==> src/rtl/core/bcc_pkg.sv <==
// types, register indices and reset values for the button click classifier
// no dependencies; imported by bcc_step and button_click_classifier
package bcc_pkg;

  localparam int unsigned TimeW = 32;
  localparam int unsigned CfgW  = 16;
  localparam int unsigned IdxW  = 3;

  // configuration register indices
  typedef enum logic [IdxW-1:0] {
    REG_ACTIVE_LEVEL    = 3'd0,
    REG_DEGLITCH_MS     = 3'd1,
    REG_DEBOUNCE_MS     = 3'd2,
    REG_LONG_PRESS_MS   = 3'd3,
    REG_DOUBLE_CLICK_MS = 3'd4
  } reg_idx_e;

  // reset values of the configuration registers
  localparam logic            RstActiveLevel   = 1'b0;
  localparam logic [CfgW-1:0] RstDeglitchMs    = 16'd10;
  localparam logic [CfgW-1:0] RstDebounceMs    = 16'd50;
  localparam logic [CfgW-1:0] RstLongPressMs   = 16'd300;
  localparam logic [CfgW-1:0] RstDoubleClickMs = 16'd250;

  typedef struct packed {
    logic            active_level;
    logic [CfgW-1:0] deglitch_ms;
    logic [CfgW-1:0] debounce_ms;
    logic [CfgW-1:0] long_press_ms;
    logic [CfgW-1:0] double_click_ms;
  } cfg_t;

  typedef struct packed {
    logic             prev_raw;
    logic             glitch_free_level;
    logic             stable_level;
    logic [TimeW-1:0] glitch_stamp;
    logic [TimeW-1:0] switch_stamp;
    logic [TimeW-1:0] push_stamp;
    logic [TimeW-1:0] release_stamp;
    logic             single_block;
    logic             long_block;
  } state_t;

  typedef struct packed {
    logic changed;
    logic press_edge;
    logic release_edge;
    logic is_pressed;
    logic long_press;
    logic double_click;
    logic single_click;
  } result_t;

  localparam state_t StateRst = '{
    prev_raw:          1'b0,
    glitch_free_level: 1'b0,
    stable_level:      1'b0,
    glitch_stamp:      '0,
    switch_stamp:      '0,
    push_stamp:        '0,
    release_stamp:     '0,
    single_block:      1'b1,
    long_block:        1'b0
  };

endpackage

==> src/rtl/core/bcc_step.sv <==
// one sample of the deglitch, debounce and click classification logic
// depends on bcc_pkg; purely combinational, state is held by the top level
module bcc_step import bcc_pkg::*; (
  input  cfg_t             cfg_i,
  input  state_t           state_i,
  input  logic             pin_i,
  input  logic [TimeW-1:0] now_i,
  output state_t           state_o,
  output result_t          res_o
);

  logic             held;
  logic             accept_level;
  logic             gfl;
  logic             sw;
  logic             stable;
  logic             on;
  logic             pushed;
  logic             released;
  logic [TimeW-1:0] since_glitch;
  logic [TimeW-1:0] since_switch;
  logic [TimeW-1:0] since_push;
  logic [TimeW-1:0] hold_len;
  logic             push_far;
  logic             sblk;
  logic             lblk;
  logic             single;
  logic             lng;

  // wraparound time differences
  assign since_glitch = now_i - state_i.glitch_stamp;
  assign since_switch = now_i - state_i.switch_stamp;
  assign since_push   = now_i - state_i.push_stamp;
  assign hold_len     = state_i.release_stamp - state_i.push_stamp;
  assign push_far     = since_push >= TimeW'(cfg_i.double_click_ms);

  // deglitch: level must hold longer than the deglitch period
  assign held         = pin_i == state_i.prev_raw;
  assign accept_level = held && (since_glitch > TimeW'(cfg_i.deglitch_ms));
  assign gfl          = accept_level ? pin_i : state_i.glitch_free_level;

  // debounce: switch only once the debounce period has passed
  assign sw       = (gfl != state_i.stable_level) &&
                    (since_switch > TimeW'(cfg_i.debounce_ms));
  assign stable   = sw ? gfl : state_i.stable_level;
  assign on       = stable == cfg_i.active_level;
  assign pushed   = sw && on;
  assign released = sw && !on;

  // single click and long press blocking flags
  always_comb begin
    sblk = pushed ? !push_far : state_i.single_block;
    single = 1'b0;
    if (!sblk) begin
      single = !sw && !on && (hold_len <= TimeW'(cfg_i.long_press_ms)) && push_far;
      sblk   = single;
    end
    lblk = released ? 1'b0 : state_i.long_block;
    lng  = 1'b0;
    if (!lblk) begin
      lng  = !sw && on && (since_push > TimeW'(cfg_i.long_press_ms));
      lblk = lng;
    end
  end

  // next state
  always_comb begin
    state_o                   = state_i;
    state_o.prev_raw          = pin_i;
    state_o.glitch_free_level = gfl;
    state_o.stable_level      = stable;
    state_o.single_block      = sblk;
    state_o.long_block        = lblk;
    if (!held || accept_level) begin
      state_o.glitch_stamp = now_i;
    end
    if (sw) begin
      state_o.switch_stamp = now_i;
      if (pushed) begin
        state_o.push_stamp = now_i;
      end else begin
        state_o.release_stamp = now_i;
      end
    end
  end

  // result flags
  assign res_o = '{
    changed:      sw,
    press_edge:   pushed,
    release_edge: released,
    is_pressed:   on,
    long_press:   lng,
    double_click: pushed && !push_far,
    single_click: single
  };

endmodule

==> src/rtl/core/button_click_classifier.sv <==
// top level of the button click classifier: handshakes, registers, state
// depends on bcc_pkg and bcc_step
//
//  channel  signals                                  direction
//  in       in_valid_i, in_stall_o, pin_level_i,     sample word in
//           now_ms_i
//  out      out_valid_o, out_stall_i, changed_o ...  result word out
//           single_click_o
//  cfg      cfg_valid_i, cfg_ready_o, cfg_index_i,   register write in
//           cfg_data_i
//
// one word per cycle while the result is not stalled: input register, then one
// pass of the step logic into the result register.
// the classification state is updated as a word moves into the result register.
// reset (async, active low) clears handshake and classification state and
// loads the register defaults; a stalled result holds the input register,
// and in_stall_o follows out_stall_i in the same cycle once both are full.
module button_click_classifier import bcc_pkg::*; (
  input  logic             clk_i,
  input  logic             rst_ni,
  input  logic             in_valid_i,
  output logic             in_stall_o,
  input  logic             pin_level_i,
  input  logic [TimeW-1:0] now_ms_i,
  output logic             out_valid_o,
  input  logic             out_stall_i,
  output logic             changed_o,
  output logic             press_edge_o,
  output logic             release_edge_o,
  output logic             is_pressed_o,
  output logic             long_press_o,
  output logic             double_click_o,
  output logic             single_click_o,
  input  logic             cfg_valid_i,
  output logic             cfg_ready_o,
  input  logic [IdxW-1:0]  cfg_index_i,
  input  logic [CfgW-1:0]  cfg_data_i
);

  cfg_t             cfg_q;
  state_t           state_q;
  state_t           state_d;
  result_t          res_d;
  result_t          res_q;
  logic             in_vld_q;
  logic             pin_q;
  logic [TimeW-1:0] now_q;
  logic             out_vld_q;
  logic             out_free;
  logic             advance;
  logic             in_acc;

  // handshake control
  assign out_free    = !out_vld_q || !out_stall_i;
  assign advance     = in_vld_q && out_free;
  assign in_stall_o  = in_vld_q && !out_free;
  assign in_acc      = in_valid_i && !in_stall_o;
  assign cfg_ready_o = 1'b1;

  // configuration registers
  always_ff @(posedge clk_i or negedge rst_ni) begin
    if (!rst_ni) begin
      cfg_q <= '{
        active_level:    RstActiveLevel,
        deglitch_ms:     RstDeglitchMs,
        debounce_ms:     RstDebounceMs,
        long_press_ms:   RstLongPressMs,
        double_click_ms: RstDoubleClickMs
      };
    end else if (cfg_valid_i && cfg_ready_o) begin
      case (reg_idx_e'(cfg_index_i))
        REG_ACTIVE_LEVEL:    cfg_q.active_level    <= cfg_data_i[0];
        REG_DEGLITCH_MS:     cfg_q.deglitch_ms     <= cfg_data_i;
        REG_DEBOUNCE_MS:     cfg_q.debounce_ms     <= cfg_data_i;
        REG_LONG_PRESS_MS:   cfg_q.long_press_ms   <= cfg_data_i;
        REG_DOUBLE_CLICK_MS: cfg_q.double_click_ms <= cfg_data_i;
        default: ;
      endcase
    end
  end

  // input register
  always_ff @(posedge clk_i or negedge rst_ni) begin
    if (!rst_ni) begin
      in_vld_q <= 1'b0;
    end else begin
      in_vld_q <= in_acc || (in_vld_q && !out_free);
    end
  end

  always_ff @(posedge clk_i) begin
    if (in_acc) begin
      pin_q <= pin_level_i;
      now_q <= now_ms_i;
    end
  end

  // step logic
  bcc_step u_step (
    .cfg_i   (cfg_q),
    .state_i (state_q),
    .pin_i   (pin_q),
    .now_i   (now_q),
    .state_o (state_d),
    .res_o   (res_d)
  );

  // classification state
  always_ff @(posedge clk_i or negedge rst_ni) begin
    if (!rst_ni) begin
      state_q <= StateRst;
    end else if (advance) begin
      state_q <= state_d;
    end
  end

  // result register
  always_ff @(posedge clk_i or negedge rst_ni) begin
    if (!rst_ni) begin
      out_vld_q <= 1'b0;
    end else begin
      out_vld_q <= advance || (out_vld_q && out_stall_i);
    end
  end

  always_ff @(posedge clk_i) begin
    if (advance) begin
      res_q <= res_d;
    end
  end

  assign out_valid_o    = out_vld_q;
  assign changed_o      = res_q.changed;
  assign press_edge_o   = res_q.press_edge;
  assign release_edge_o = res_q.release_edge;
  assign is_pressed_o   = res_q.is_pressed;
  assign long_press_o   = res_q.long_press;
  assign double_click_o = res_q.double_click;
  assign single_click_o = res_q.single_click;

endmodule

==> config.mk <==
export PLATFORM = sky130hd
export DESIGN_NAME = button_click_classifier
export DESIGN_NICKNAME = d
export VERILOG_FILES = /design/src/rtl/core/bcc_pkg.sv /design/src/rtl/core/bcc_step.sv /design/src/rtl/core/button_click_classifier.sv
export SDC_FILE = /design/constraint.sdc
export NUM_CORES = 1
export LEC_CHECK = 0
export ABC_AREA = 1
export BUFFER_PORTS_ARGS = -buffer_cell sky130_fd_sc_hd__buf_4
export CAP_MARGIN = 20
export CORE_MARGIN = 10
export CORE_UTILIZATION = 55
export DETAILED_ROUTE_END_ITERATION = 10
export HOLD_SLACK_MARGIN = 0.02
export PLACE_DENSITY = 0.8
export REMOVE_ABC_BUFFERS = 1
export SLEW_MARGIN = 20
export SYNTH_ARGS = -nofsm -noshare
export SYNTH_HDL_FRONTEND = slang
export SYNTH_SLANG_ARGS = --single-unit
export TNS_END_PERCENT = 100
==> constraint.sdc <==
create_clock -name clk_i -period 9.7 [get_ports clk_i]
set_clock_uncertainty 0.2 [all_clocks]
set_input_delay 1.455 -clock clk_i [delete_from_list [all_inputs] [get_ports clk_i]]
set_output_delay 1.455 -clock clk_i [all_outputs]
set_load 0.02 [all_outputs]
=== Word-level counts from Yosys, hierarchy flattened ===
Index checks and enable logic that the tools add are counted.

* Bits in registers: 240
* Latch bits: 0
* Memory bits (writable): 0
* Bits in read-only memories: 0
* Input port bits: 57
* Output and inout port bits: 10
* Word-level logic and storage cells: 84
* Memories: 0

* Add/sub/neg operators: 4
* Multiply operators: 0
* Divide/modulo/power cells: 0
* $lt $le $gt $ge: 5
* Equal/unequal tests: 7
* Shift-type cells: 0
* Multiplexer cells: 6
* Bitwise gates (word level): 1
* Reductions and logical operators: 36

{| class="wikitable"
|+ Operators by type and width
! kind !! count
|-
| 32-bit subtractor || 4
|-
| 32-bit by 16-bit > comparator with 1-bit output || 3
|-
| 32-bit by 16-bit greater-or-equal comparator with 1-bit output || 1
|-
| 32-bit by 16-bit <= comparator with 1-bit output || 1
|-
| 1-bit logical AND || 14
|-
| 2-bit AND reduction || 7
|-
| 1-bit zero test || 8
|-
| 3-bit by 2-bit equality test with 1-bit output, second input constant || 2
|-
| 1-bit 2-to-1 mux || 6
|-
| 3-bit AND reduction || 2
|-
| 1-bit logical OR || 4
|-
| 3-bit by 1-bit equality test with 1-bit output, second input constant || 1
|-
| 3-bit equality test, second input constant || 1
|-
| 3-bit zero test || 1
|-
| 1-bit equality test || 2
|-
| 1-bit inequality test || 1
|-
| 1-bit NOT || 1
|}

=== Longest topological paths before layout ===
* Word-level depth: 13
* Mapped depth: 36

=== Cells and area by module ===
A second synthesis with hierarchy kept.

* Cells, all modules: 3369
* Area total of the unflattened synthesis: 21700.8 um^2

{| class="wikitable"
|+ By module, submodules not included
! module !! instances !! cells an instance !! area an instance (um^2)
|-
| bcc_step || 1 || 2465 || 12788.5
|-
| button_click_classifier || 1 || 904 || 8912.3
|}

=== Worst setup path before layout ===
Ideal clock, no wire load.

* Path type: reg2reg
* Start point: reg now_q[0]
* End point: reg state_q[10] (netlist bit)
* Setup time: 0.123 ns
* Data arrival time: 3.665 ns
* Data required time: 9.377 ns
* Path slack: 5.712 ns
* Cell stages (with the launch flop): 32
* Clock period less this slack: 3.988 ns
* Cell sequence: edfxtp_1 -> inv_1 -> ha_1 -> inv_1 -> fa_1 -> nand2_1 -> nand2_1 -> and2_1 -> nand2_1 -> nand2_1 -> nand2_1 -> nand2_1 -> xor2_1 -> ha_1 -> nand4_1 -> nor2_1 -> nand4_1 -> nand2_1 -> nand3_1 -> nor2_1 -> nand2_1 -> nor2_1 -> nand3_2 -> nand3_2 -> nand2_1 -> nand2_2 -> nand2_4 -> inv_2 -> nand2_4 -> buf_4 -> o21ai_0 -> nand2_1

{| class="wikitable"
|+ RTL lines
! item !! line !! source
|-
| from (decl) || button_click_classifier.sv:47 || <nowiki>logic [TimeW-1:0] now_q;</nowiki>
|-
| from (signal assigned) || button_click_classifier.sv:94 || <nowiki>now_q <= now_ms_i;</nowiki>
|-
| to (signal assigned) || button_click_classifier.sv:111 || <nowiki>state_q <= StateRst;</nowiki>
|-
| to (signal assigned) || button_click_classifier.sv:113 || <nowiki>state_q <= state_d;</nowiki>
|-
| to (decl) || button_click_classifier.sv:41 || <nowiki>state_t state_q;</nowiki>
|}

==> run metrics <==
Ys Warns 0; via count 19300; Yosys top cell by area dfrtp_1; Mapped Area 0.0199 mm²; Die Y roughly 210 µm; placed cell count 3375; Sum Neg Setup Slack 0 ps; top cells by area, synth dfrtp_1, nand2_1, ha_1; FF/Latch Area 0.00623 mm²; Clock power frac 14.0%; via density per instance 5.64; combinational share of power 66.1%; Crit path arrival time ~6000 ps; WS Path Type flip-flop to flip-flop; CP max-delay cell edfxtp_1; Crit path required time 10010 ps; CP peak stage delay between 600 and 700 ps; final period utilization 58.5%; GP Congestion around 1.0; H-Tree Depth 1; Die ar. 0.0443 mm²; dpl hpwl 52400 µm; drc violations 0; Max Fanout on Critical Path 64; clk_lat worst skew 600 ps; Synth Flop Type dfrtp_1; Power, Total 7660 µW; Multi-input gate area around 0.012 mm²; #FFs+latches synth 240; n_diodes 0; vias in the first global route around 19000; CTS tree built; num rows 69; I/O Pins 67; Hold Startpoint state_q[1]; Yosys top cell area share 23.1%; Min-Delay Endpoint state_q[1]; number of max-cap violations 0; Flop pwr share 20.0%; reg2reg path depth 31; slack of the worst reg-to-reg path 4030 ps; R2R Path Start now_q[1]; fraction of power spent switching nets around half; die width 210 µm; Final min period about 5700 ps; HP Class flip-flop to flip-flop; Slew Limit Headroom 31.3%; P per Cell Area ~350 mW/mm²; DR WL/cell 18.6 µm; kind of end point of the critical path flip-flop; CTS Buf Count 28; Layout Nets between 3000 and 4000; post_cts resized 0; number of buffers added for setup after CTS 0; total gr overflow 0; status finished clean; CTS Hold Bufs 0; post-route cell area 0.0217 mm²; clock root cell clkbuf_16; TritonRoute pass-1 iters 6; Power Internal 3680 µW; Core Box Area 0.0357 mm²; Post-Layout Cell Count 3428; register area share after synthesis 31.2%; Post-Route WL 63900 µm; post-route ant nets 0; max-slew violation count 0; syn_area_per_cell 6.91 µm²; Hold Vio Cnt, Final 0; Iter 0 DRT Violations 1941; Clk pin slew, worst setup/hold paths 70 ps; share of layout cells above drive strength 1 7.35%; initial antenna violation count 0; synthesis-to-layout area growth 9.04%; RSZ-0062 raised after global routing false; # port buffers 65; Worst Tran Pin Value 1030 ps; All-Layer GR Usage 28.2%; r2r endpoint state_q[36]; P_sw 3970 µW; fmax between 0.15 and 0.2 GHz; initial core utilization 55.9%; CP Launch Type flip-flop; largest net degree at the start of global routing 74; filler instances 3300; clock buffer depth 3; TritonCTS Sinks 240; Mapped Cells 2886; DP Area approximately 0.021 mm²; Cell variety after synth 53; EDFF count, synth 40; Leakage roughly 0.012 µW; maximum vdd drop 167 µV; worst hold path depth 2; fraction of registers with async set/reset 83.3%; most used cell, CP nand2_1; endpoints failing setup 0; first-pass GRT wire length 98700 µm; Util after Layout 61.0%
==> worst max path at each step <==
stage / from / to / slack (ps) / cells past startpoint
floorplan: now_q[0] / state_q[34] / 5420 / 31
global placement: now_q[1] / state_q[2] / 4300 / 30
detailed placement: now_q[1] / state_q[49] / 4210 / 31
CTS: now_q[1] / state_q[36] / 4160 / 31
global route: now_q[1] / state_q[49] / 3700 / 31
finish: now_q[1] / state_q[36] / 4030 / 31
==> power by group through the flow <==
stage                     Sequential (µW)  Clock [µW]  Combinational, µW
after global placement               1530           0               4750
after global routing                 1560        1120               5660
after detailed placement             1530           0               4920
after floorplan                      1470           0               3610
final                                1530        1070               5060
after CTS                            1520        1080               4960
==> area by class of cell <==
cell class / instances / area share (%)
Multi-Input combinational cell: 2109 / 53.3
Sequential cell: 240 / 28.6
Inverter: 495 / 8.57
Clock buffer: 38 / 3.67
Tap cell: 461 / 2.65
Timing Repair Buffer: 71 / 2.50
Clock inverter: 14 / 0.633
==> sequential cells by signal, indices dropped and copies added (netlist names) <==
name,cells
now_q,32
cfg_q,65
single_click_o,1
state_q,133
is_pressed_o,1
double_click_o,1
pin_q,1
in_vld_q,1
changed_o,1
press_edge_o,1
long_press_o,1
out_valid_o,1
release_edge_o,1
==> cell usage in the layout (no fill, tap or decap), types with 4 or more instances in the layout <==
cell | synthesis | final
a21boi_0 | 7 | 7
buf_4 | 2 | 69
clkinv_2 | 0 | 6
nand2_2 | 18 | 18
a21o_1 | 8 | 8
nor3_1 | 30 | 30
dfrtp_1 | 184 | 184
o21bai_1 | 10 | 10
a21oi_1 | 163 | 163
ha_1 | 204 | 204
edfxtp_1 | 40 | 40
and2_1 | 4 | 4
inv_2 | 6 | 6
nand4_1 | 43 | 43
nand2_1 | 846 | 846
clkbuf_8 | 0 | 7
xor2_1 | 61 | 61
o21a_1 | 4 | 4
o21ai_1 | 30 | 30
o21ai_2 | 32 | 32
a31oi_1 | 5 | 5
clkbuf_16 | 0 | 28
nand3b_1 | 15 | 15
nand3_1 | 127 | 127
dfstp_2 | 16 | 16
nor4_1 | 4 | 4
clkbuf_1 | 25 | 4
inv_1 | 485 | 485
o221ai_1 | 5 | 5
nor2_2 | 7 | 7
o21ai_0 | 220 | 220
nand2_4 | 5 | 5
xnor2_1 | 14 | 14
nor3b_1 | 4 | 4
o211ai_1 | 4 | 4
fa_1 | 4 | 4
nor2_1 | 212 | 212
==> cell families (layout without fill, tap and decap cells) <==
| group | count (synthesis) | after routing | synth area share [%] |
|---|---|---|---|
| compound gates | 495 | 495 | 13.7 |
| flops | 240 | 240 | 31.2 |
| buf+inv | 537 | 618 | 10.6 |
| other cells | 1 | 1 | 0.0188 |
| fa+ha+maj | 208 | 208 | 13.2 |
| simple gates | 1330 | 1330 | 27.9 |
| xor+xnor | 75 | 75 | 3.29 |
==> cell usage after synthesis, drive strengths merged, types with 2 or more instances <==
cell type    n
dfrtp      184
edfxtp      40
o21a         4
a21boi       7
nor3b        4
nand3b      15
nor4         4
o221ai       5
buf         17
nor2       220
nand3      130
inv        493
ha         204
a21oi      164
xnor2       14
nor3        33
clkinv       2
a221oi       3
clkbuf      25
a21o         8
xor2        61
and2         4
nand2      869
fa           4
o21bai      10
nand4       43
or2          5
o21ai      282
o211ai       4
a31oi        5
dfstp       16
==> metrics by stage <==
step	worst slack, ps	hold WS [ps]
finish	4030	279
global route	3700	299
CTS	4160	285
detailed placement	4210	269
global placement	4300	258
floorplan	5420	248
==> layer usage <==
metal | part of all wire [%] | up-vias | GRT usage [%] | routed length (µm)
met2 | 46 | 785 | 46.6 | 29200
met1 | 42 | 9009 | 36.5 | 27000
li1 | - | 9405 | - | -
met5 | 0 | - | 0 | 0
met4 | 4.5 | 0 | 12.4 | 2850
met3 | 7.7 | 133 | 3.47 | 4890
==> critical path: cells and delay by family (launching register included) <==
family / cells / cell delay [ps]
AND/OR/NAND/NOR: 24 / 3240
buffers and inverters: 3 / 410
XOR/XNOR: 1 / 170
adder cells (fa/ha/maj): 2 / 780
AO/OA/AOI/OAI: 1 / 100
flip-flops: 1 / 620
No activity file was read; power rests on OpenSTA's default activity.
